===== config.mk =====
export PLATFORM = sky130hd
export DESIGN_NAME = client_server_clock_sync_core_flat
export DESIGN_NICKNAME = d
export VERILOG_FILES = /design/src/sv/cssync_pkg.sv /design/src/sv/cssync_if.sv /design/src/sv/client_server_clock_sync_core.sv /design/src/flat_wrapper.sv
export SDC_FILE = /design/constraint.sdc
export NUM_CORES = 1
export LEC_CHECK = 0
export BUFFER_PORTS_ARGS = -buffer_cell sky130_fd_sc_hd__buf_2
export CORE_UTILIZATION = 30
export CTS_BUF_LIST = sky130_fd_sc_hd__clkbuf_8
export DETAILED_ROUTE_END_ITERATION = 16
export PLACE_DENSITY = 0.56
export SETUP_SLACK_MARGIN = 0.3
export SLEW_MARGIN = 20
export SYNTH_ARGS = -nofsm -noshare
export SYNTH_HDL_FRONTEND = slang
export SYNTH_SLANG_ARGS = --single-unit

===== constraint.sdc =====
create_clock -name i_clk -period 18 [get_ports i_clk]
set_clock_uncertainty 0.15 [all_clocks]
set_input_delay 1.8 -clock i_clk [delete_from_list [all_inputs] [get_ports i_clk]]
set_output_delay 1.8 -clock i_clk [all_outputs]
set_load 0.05 [all_outputs]

===== src/sv/cssync_pkg.sv =====
// Shared types and constants for the client/server clock offset servo.
// Depends on nothing; client_server_clock_sync_core imports it.
package cssync_pkg;

    // Result status codes.
    typedef enum logic [2:0] {
        ST_OK        = 3'd0,
        ST_NOT_READY = 3'd1,
        ST_INVALID   = 3'd2,
        ST_PAUSED    = 3'd3,
        ST_BACKWARD  = 3'd4
    } t_status;

    // Which correction was applied to the clock offset.
    typedef enum logic [1:0] {
        ADJ_NONE  = 2'd0,
        ADJ_RESET = 2'd1,
        ADJ_HALVE = 2'd2,
        ADJ_SLEW  = 2'd3
    } t_adjust;

    // Configuration register indexes.
    typedef enum logic [1:0] {
        CFG_LOCAL_SERVER = 2'd0,
        CFG_TIME_NUDGE   = 2'd1,
        CFG_TIMESCALE    = 2'd2
    } t_cfg_idx;

    localparam int TimeW    = 32;
    localparam int InTimeW  = 31;
    localparam int NudgeW   = 6;
    localparam int CfgDataW = 6;

    localparam logic [TimeW-1:0]  LimitLocal  = 32'd100;
    localparam logic [TimeW-1:0]  LimitRemote = 32'd500;
    localparam logic [TimeW-1:0]  HalveLimit  = 32'd100;
    localparam logic [TimeW-1:0]  ExtrapLead  = 32'd5;
    localparam logic [NudgeW-1:0] NudgeMax    = 6'sd30;
    localparam logic [NudgeW-1:0] NudgeMin    = -6'sd30;

endpackage


===== src/sv/cssync_if.sv =====
// Valid/ready channel interfaces for the clock offset servo: one for the
// per-frame input beat and one for the result beat. No dependencies.
interface cssync_in_if;
    logic        valid;
    logic        ready;
    logic [30:0] real_time;
    logic [30:0] snap_server_time;
    logic        new_snapshots;
    logic        snap_valid;
    logic        snap_not_active;
    logic        primed;
    logic        paused;

    modport source (output valid, real_time, snap_server_time, new_snapshots,
                    snap_valid, snap_not_active, primed, paused,
                    input ready);
    modport sink (input valid, real_time, snap_server_time, new_snapshots,
                  snap_valid, snap_not_active, primed, paused,
                  output ready);
endinterface

interface cssync_out_if;
    logic               valid;
    logic               ready;
    logic [2:0]         status;
    logic signed [31:0] server_time;
    logic signed [31:0] time_delta;
    logic [1:0]         adjust_mode;
    logic               extrapolating;
    logic               active;

    modport source (output valid, status, server_time, time_delta, adjust_mode,
                    extrapolating, active,
                    input ready);
    modport sink (input valid, status, server_time, time_delta, adjust_mode,
                  extrapolating, active,
                  output ready);
endinterface


===== src/sv/client_server_clock_sync_core.sv =====
// Top level of the client/server clock offset servo.
// Depends on cssync_pkg and the channel interfaces in cssync_if.sv.
//
//  Channel   Direction  Handshake          Beat contents
//  i_in      in         valid/ready        frame clock, snapshot time, flags
//  o_out     out        valid/ready        status, server time, offset, mode
//  i_cfg_*   in         write enable only  register index and data
//
// Each input beat is processed in the cycle it is accepted; its result is
// held in the output register and shown on the following cycle. The core
// takes one beat per cycle unless a stalled sink holds the output register.
// The whole servo update (one chain of 32-bit adds and signed compares) sits
// between the accepted input and the result and state registers.
// i_in.ready is high whenever the output register is empty or is being
// drained in the same cycle, so a stalled sink holds exactly one result.
// Synchronous active-low reset clears the servo state, the output valid flag
// and the configuration registers (r_timescale resets to 1).
module client_server_clock_sync_core (
    input  logic                            i_clk,
    input  logic                            i_rst_n,
    cssync_in_if.sink                       i_in,
    cssync_out_if.source                    o_out,
    input  logic                            i_cfg_we,
    input  logic [1:0]                      i_cfg_idx,
    input  logic [cssync_pkg::CfgDataW-1:0] i_cfg_data
);
    import cssync_pkg::*;

    // Configuration registers.
    logic              r_local_server;
    logic [NudgeW-1:0] r_nudge;
    logic              r_timescale;

    // Servo state. The previous-frame snapshot time is always a copy of a
    // snapshot field, which is non-negative, so it needs only 31 bits.
    logic               r_active,   n_active;
    logic [TimeW-1:0]   r_offset,   n_offset;
    logic [TimeW-1:0]   r_cur,      n_cur;
    logic [TimeW-1:0]   r_prev,     n_prev;
    logic [InTimeW-1:0] r_pfs,      n_pfs;
    logic               r_flag,     n_flag;

    // Result register.
    logic               r_out_valid;
    t_status            r_out_status, n_status;
    logic [TimeW-1:0]   r_out_time;
    logic [TimeW-1:0]   r_out_delta;
    t_adjust            r_out_mode,   n_mode;
    logic               r_out_extrap, n_extrap;
    logic               r_out_active;

    logic               in_beat;
    logic               activating;
    logic               fresh;
    logic [TimeW-1:0]   real32, snap32;
    logic [TimeW-1:0]   eff_off, eff_prev;
    logic [TimeW-1:0]   nudge32;
    logic [NudgeW-1:0]  nudge_sat;
    logic [TimeW-1:0]   local_ref;
    logic [TimeW-1:0]   st_raw, st;
    logic [TimeW-1:0]   new_delta, diff, mag, reset_limit;
    logic [TimeW:0]     half_sum;
    logic               flag_now;

    assign in_beat     = i_in.valid && i_in.ready;
    assign i_in.ready  = !r_out_valid || o_out.ready;

    assign real32 = {1'b0, i_in.real_time};
    assign snap32 = {1'b0, i_in.snap_server_time};

    // The nudge register is a signed 6-bit value clamped to plus or minus 30.
    always_comb begin
        if ($signed(r_nudge) > $signed(NudgeMax)) begin
            nudge_sat = NudgeMax;
        end else if ($signed(r_nudge) < $signed(NudgeMin)) begin
            nudge_sat = NudgeMin;
        end else begin
            nudge_sat = r_nudge;
        end
    end
    assign nudge32 = {{(TimeW-NudgeW){nudge_sat[NudgeW-1]}}, nudge_sat};

    // A primed, inactive servo locks onto the first active snapshot. That
    // snapshot is consumed by the lock, so it drives no adjustment.
    assign activating = !r_active && i_in.primed && i_in.new_snapshots
                        && !i_in.snap_not_active;
    assign fresh      = r_active && i_in.new_snapshots;
    assign eff_off    = activating ? (snap32 - real32) : r_offset;
    assign eff_prev   = activating ? snap32 : r_prev;

    assign local_ref = real32 + eff_off;
    assign st_raw    = local_ref - nudge32;
    // Server time never runs backwards, except when an offset reset reloads it.
    assign st        = ($signed(st_raw) < $signed(eff_prev)) ? eff_prev : st_raw;

    assign new_delta   = snap32 - real32;
    assign diff        = new_delta - eff_off;
    assign mag         = diff[TimeW-1] ? (~diff + 1'b1) : diff;
    assign reset_limit = r_local_server ? LimitLocal : LimitRemote;
    // Halving is a floor of the exact 33-bit sum.
    assign half_sum    = {eff_off[TimeW-1], eff_off} + {new_delta[TimeW-1], new_delta};

    always_comb begin
        n_active = r_active;
        n_offset = r_offset;
        n_cur    = r_cur;
        n_prev   = r_prev;
        n_pfs    = r_pfs;
        n_flag   = r_flag;
        n_mode   = ADJ_NONE;
        n_extrap = 1'b0;
        flag_now = r_flag;

        if (!r_active && !activating) begin
            n_status = ST_NOT_READY;
        end else if (!i_in.snap_valid) begin
            n_status = ST_INVALID;
        end else if (i_in.paused && r_local_server) begin
            n_status = ST_PAUSED;
        end else if (i_in.snap_server_time < r_pfs) begin
            n_status = ST_BACKWARD;
        end else begin
            n_status = ST_OK;
        end

        if (activating) begin
            n_active = 1'b1;
            n_offset = eff_off;
            n_prev   = eff_prev;
        end

        if (n_status == ST_OK) begin
            n_pfs  = i_in.snap_server_time;
            n_prev = st;
            n_cur  = st;
            if ($signed(local_ref) >= $signed(snap32 - ExtrapLead)) begin
                n_extrap = 1'b1;
                flag_now = 1'b1;
            end
            n_flag = flag_now;
            if (fresh) begin
                if (mag > reset_limit) begin
                    n_offset = new_delta;
                    n_prev   = snap32;
                    n_cur    = snap32;
                    n_mode   = ADJ_RESET;
                end else if (mag > HalveLimit) begin
                    n_offset = half_sum[TimeW:1];
                    n_mode   = ADJ_HALVE;
                end else if (r_timescale) begin
                    if (flag_now) begin
                        n_flag   = 1'b0;
                        n_offset = eff_off - 32'd2;
                    end else begin
                        n_offset = eff_off + 32'd1;
                    end
                    n_mode = ADJ_SLEW;
                end
            end
        end
    end

    // Configuration writes.
    always_ff @(posedge i_clk) begin
        if (!i_rst_n) begin
            r_local_server <= 1'b0;
            r_nudge        <= '0;
            r_timescale    <= 1'b1;
        end else if (i_cfg_we) begin
            case (i_cfg_idx)
                CFG_LOCAL_SERVER: r_local_server <= i_cfg_data[0];
                CFG_TIME_NUDGE:   r_nudge        <= i_cfg_data[NudgeW-1:0];
                CFG_TIMESCALE:    r_timescale    <= i_cfg_data[0];
                default: begin
                end
            endcase
        end
    end

    // Servo state, updated once per accepted beat.
    always_ff @(posedge i_clk) begin
        if (!i_rst_n) begin
            r_active <= 1'b0;
            r_offset <= '0;
            r_cur    <= '0;
            r_prev   <= '0;
            r_pfs    <= '0;
            r_flag   <= 1'b0;
        end else if (in_beat) begin
            r_active <= n_active;
            r_offset <= n_offset;
            r_cur    <= n_cur;
            r_prev   <= n_prev;
            r_pfs    <= n_pfs;
            r_flag   <= n_flag;
        end
    end

    // Output register: valid is control, the payload only loads on a beat.
    always_ff @(posedge i_clk) begin
        if (!i_rst_n) begin
            r_out_valid <= 1'b0;
        end else if (in_beat) begin
            r_out_valid <= 1'b1;
        end else if (o_out.ready) begin
            r_out_valid <= 1'b0;
        end
    end

    always_ff @(posedge i_clk) begin
        if (in_beat) begin
            r_out_status <= n_status;
            r_out_time   <= n_cur;
            r_out_delta  <= n_offset;
            r_out_mode   <= n_mode;
            r_out_extrap <= n_extrap;
            r_out_active <= n_active;
        end
    end

    assign o_out.valid         = r_out_valid;
    assign o_out.status        = r_out_status;
    assign o_out.server_time   = r_out_time;
    assign o_out.time_delta    = r_out_delta;
    assign o_out.adjust_mode   = r_out_mode;
    assign o_out.extrapolating = r_out_extrap;
    assign o_out.active        = r_out_active;

    // Once locked, the servo stays active until reset.
    a_active_sticky: assert property (@(posedge i_clk) disable iff (!i_rst_n)
        r_active |=> r_active)
        else $error("servo left the active state");

    // Before the lock, offset and server time stay at their reset values.
    a_idle_state: assert property (@(posedge i_clk) disable iff (!i_rst_n)
        !r_active |-> (r_offset == '0 && r_cur == '0))
        else $error("servo state moved while inactive");

    // An unprimed beat before the lock reports not ready.
    a_not_ready: assert property (@(posedge i_clk) disable iff (!i_rst_n)
        (in_beat && !r_active && !i_in.primed) |=> (r_out_status == ST_NOT_READY))
        else $error("unprimed beat did not report not ready");

    // An early exit never reports an adjustment or extrapolation.
    a_exit_quiet: assert property (@(posedge i_clk) disable iff (!i_rst_n)
        (r_out_valid && r_out_status != ST_OK)
            |-> (r_out_mode == ADJ_NONE && !r_out_extrap))
        else $error("early exit carried an adjustment");

endmodule

===== src/flat_wrapper.sv =====
// flat-port wrapper written by rule: the top's interface ports become plain ports
module client_server_clock_sync_core_flat import cssync_pkg::*;
  (i_clk, i_rst_n, i_cfg_we, i_cfg_idx, i_cfg_data, i_in_valid, i_in_real_time, i_in_snap_server_time, i_in_new_snapshots, i_in_snap_valid, i_in_snap_not_active, i_in_primed, i_in_paused, i_in_ready, o_out_valid, o_out_status, o_out_server_time, o_out_time_delta, o_out_adjust_mode, o_out_extrapolating, o_out_active, o_out_ready);
  cssync_in_if i_in_i ();
  cssync_out_if o_out_i ();
  input  logic i_clk;
  input  logic i_rst_n;
  input  logic i_cfg_we;
  input  logic [1:0] i_cfg_idx;
  input  logic [cssync_pkg::CfgDataW-1:0] i_cfg_data;
  input wire logic [$bits(i_in_i.valid)-1:0] i_in_valid;
  input wire logic [$bits(i_in_i.real_time)-1:0] i_in_real_time;
  input wire logic [$bits(i_in_i.snap_server_time)-1:0] i_in_snap_server_time;
  input wire logic [$bits(i_in_i.new_snapshots)-1:0] i_in_new_snapshots;
  input wire logic [$bits(i_in_i.snap_valid)-1:0] i_in_snap_valid;
  input wire logic [$bits(i_in_i.snap_not_active)-1:0] i_in_snap_not_active;
  input wire logic [$bits(i_in_i.primed)-1:0] i_in_primed;
  input wire logic [$bits(i_in_i.paused)-1:0] i_in_paused;
  output wire logic [$bits(i_in_i.ready)-1:0] i_in_ready;
  output wire logic [$bits(o_out_i.valid)-1:0] o_out_valid;
  output wire logic [$bits(o_out_i.status)-1:0] o_out_status;
  output wire logic [$bits(o_out_i.server_time)-1:0] o_out_server_time;
  output wire logic [$bits(o_out_i.time_delta)-1:0] o_out_time_delta;
  output wire logic [$bits(o_out_i.adjust_mode)-1:0] o_out_adjust_mode;
  output wire logic [$bits(o_out_i.extrapolating)-1:0] o_out_extrapolating;
  output wire logic [$bits(o_out_i.active)-1:0] o_out_active;
  input wire logic [$bits(o_out_i.ready)-1:0] o_out_ready;
  assign i_in_i.valid = i_in_valid;
  assign i_in_i.real_time = i_in_real_time;
  assign i_in_i.snap_server_time = i_in_snap_server_time;
  assign i_in_i.new_snapshots = i_in_new_snapshots;
  assign i_in_i.snap_valid = i_in_snap_valid;
  assign i_in_i.snap_not_active = i_in_snap_not_active;
  assign i_in_i.primed = i_in_primed;
  assign i_in_i.paused = i_in_paused;
  assign i_in_ready = i_in_i.ready;
  assign o_out_valid = o_out_i.valid;
  assign o_out_status = o_out_i.status;
  assign o_out_server_time = o_out_i.server_time;
  assign o_out_time_delta = o_out_i.time_delta;
  assign o_out_adjust_mode = o_out_i.adjust_mode;
  assign o_out_extrapolating = o_out_i.extrapolating;
  assign o_out_active = o_out_i.active;
  assign o_out_i.ready = o_out_ready;
  client_server_clock_sync_core u_core (.i_clk(i_clk), .i_rst_n(i_rst_n), .i_in(i_in_i), .o_out(o_out_i), .i_cfg_we(i_cfg_we), .i_cfg_idx(i_cfg_idx), .i_cfg_data(i_cfg_data));
endmodule

==> metrics.csv <==
metric;value;unit
Async S/R FF share, synth;0;
core box area;0.07887;mm²
Clock transition at path regs;60;ps
fin. max-slew vios;0;
Synth area leaders;ha_1, dfxtp_1, edfxtp_1, a21oi_1, nand2_1;
area of the die;0.08082;mm²
Ports;153;
largest net degree at the start of global routing;70;
Synth top area share;0.1371;
setup_tns;0;ps
fillcell total;8399;
initial antenna violation count;6;
CP dominant cell by count;o21ai_0;
Initial DRC Count;1986;
max_cap viols;0;
CTS tree;yes;
final setup fails;0;
Layout Nets;3573;
Die W;284.3;µm
most frequent cells in the layout;nand2_1, a21oi_1, ha_1, o21ai_0, inv_1;
fmax;86.61;MHz
Multi-input gate area;0.01768;mm²
Tightest Pin Transition;1024;ps
post-route setup slack;6454;ps
DP Wirelength;65030;µm
commonest non-fill, non-tap cell in the layout;nand2_1;
global-route wire length before repair;130300;µm
starting density of the core;0.3031;
CP peak stage delay;820;ps
Num CTS Buffers;42;
relative max-transition margin;0.3076;
hold crit path type;flip-flop to flip-flop;
vias post-DR;23925;
pre-CTS WS;5956;ps
CTS Buffer Depth;3;
fin util;0.3379;
Worst path slowest cell;nor3b_1;
CP Max Fanout;51;
Clock Sinks;209;
Synthesized Nets;3511;
post-route cell area;0.02665;mm²
maximum VDD drop;90.79;µV
dpl cells;4232;
Seq/Total Area, Yosys;0.2048;
CP delay by family, top;compound AO/OA/AOI/OAI gates;
Power Total;2.985;mW
clk root buf;clkbuf_8;
DRT Pass-1 Iters;6;
Post-synth EDFFs;71;
library cells used by synthesis;98;
Gate Count Post-Synth;3164;
vias per cell;5.550;
cts hold-fix bufs;0;
commonest register cell after synthesis;dfxtp_1;
WP buf/inv;6;
postcts setup bufs;0;
CTS resizes;0;
Yosys reg bits;209;
worst skew pair latency;620;ps
post-route insts no fill;4311;
CP required;18360;ps
wire length per cell;19.74;µm
pwr dens;112.0;mW/mm²
GRT Total Usage;0.2026;
Final ANT Viol Nets;0;
worst hold slack;302.5;ps
endpoint class of the critical path;flip-flop;
total congestion overflow;0;
vias in the first global route;22449;
row count;103;
dpl cell area;0.02565;mm²
Sequential Area;0.004895;mm²
Post-Route WL;85090;µm
Die H;284.3;µm
Final GP Congestion;0.9360;
Setup Crit Path Kind;primary input to flip-flop;
Post-Syn Area per Cell;7.555;µm²
Mapped Area;0.02391;mm²
status;finished clean;
Final Cycle Share;0.6414;
Buffers on Ports;152;
yosys warns;0;
setup repair after global routing missed its margin;no;
Final Hold Violating Endpoints;0;
Critical Path AT;11910;ps
CP startpoint kind;primary input;
area leader, netlist;ha_1;
layout cells sized above 1;0.1025;
Remaining DRCs;0;
Pleak;11.20;nW
Synth-to-Final Area Change;11.49;%
fin crit period;11550;ps
H-tree depth;2;
==> sequential cells by signal, indices dropped and copies added (netlist names) <==
register,flops
u_core.r_active,1
u_core.o_out.extrapolating,1
u_core.r_cur,32
u_core.r_pfs,31
u_core.r_flag,1
u_core.o_out.status,3
u_core.o_out.valid,1
u_core.r_prev,32
u_core.o_out.active,1
u_core.o_out.server_time,32
u_core.r_offset,32
u_core.r_local_server,1
u_core.o_out.time_delta,32
u_core.r_nudge,6
u_core.r_timescale,1
u_core.o_out.adjust_mode,2
==> kinds of logic after synthesis <==
| family | count (synthesis) | share of synthesized area |
|---|---|---|
| DFF | 209 | 0.2048 |
| muxes | 84 | 0.03549 |
| adders and majority gates | 267 | 0.1413 |
| xor gates and xnor gates | 176 | 0.06511 |
| buffers and inverters | 368 | 0.05878 |
| and+or+nand+nor | 1055 | 0.2182 |
| AOI/OAI and AO/OA | 1005 | 0.2764 |
==> cell type report <==
| cell class | count | share of cell area |
|---|---|---|
| multi-input combinational | 2587 | 0.6634 |
| sequential | 209 | 0.1836 |
| tap | 1050 | 0.04929 |
| timing repair buffer | 187 | 0.03840 |
| inverter | 199 | 0.02812 |
| clock buffer | 48 | 0.02479 |
| clock inverter | 30 | 0.01230 |
| antenna | 1 | 0.00009389 |
==> worst reg2reg max path, delay by kind of cell (launching register included) <==
family | cells | cell delay [ps]
AO/OA/AOI/OAI | 19 | 3970
flip-flops | 1 | 590
adder cells (fa/ha/maj) | 3 | 930
buffers and inverters | 4 | 1520
AND/OR/NAND/NOR | 11 | 2620
XOR/XNOR | 2 | 340
==> power by group <==
group,leakage (nW),internal (mW),total [mW],switching (mW)
clock network,0.517,0.347,0.593,0.245
logic,8.85,0.692,1.85,1.16
registers,1.84,0.524,0.538,0.0143
total,11.2,1.56,2.99,1.42
==> synthesized netlist by cell type, drive strengths merged (37+ instances only) <==
master    n
nand3    63
mux2i    78
nand2b   37
nand4    41
xor2     42
dfxtp   138
clkbuf  146
ha      262
nor3     90
o211ai   56
nor2    193
or3      38
xnor2   134
nor4     38
a211oi   40
a21oi   289
edfxtp   71
and3     41
inv     195
o21ai   219
nand2   358
nor2b    42
a21o     67
==> per-layer routing <==
metal / share of wire / track usage
met1: 0.46 / 0.2746
met2: 0.45 / 0.3334
met3: 0.050 / 0.02271
met4: 0.031 / 0.06492
met5: 0.00051 / 0
==> worst paths after layout <==
path | startpoint | slack [ps] | cells past startpoint | to
worst max register to register | u_core.r_active | 7780 | 39 | u_core.r_cur[1]
worst max-delay path | i_in_snap_server_time[0] | 6450 | 44 | u_core.r_cur[1]
worst min-delay path | u_core.r_pfs[25] | 300 | 2 | u_core.r_pfs[25]
worst min register to register | u_core.r_pfs[25] | 300 | 2 | u_core.r_pfs[25]
Note: power is estimated with default switching activity, not from simulation.
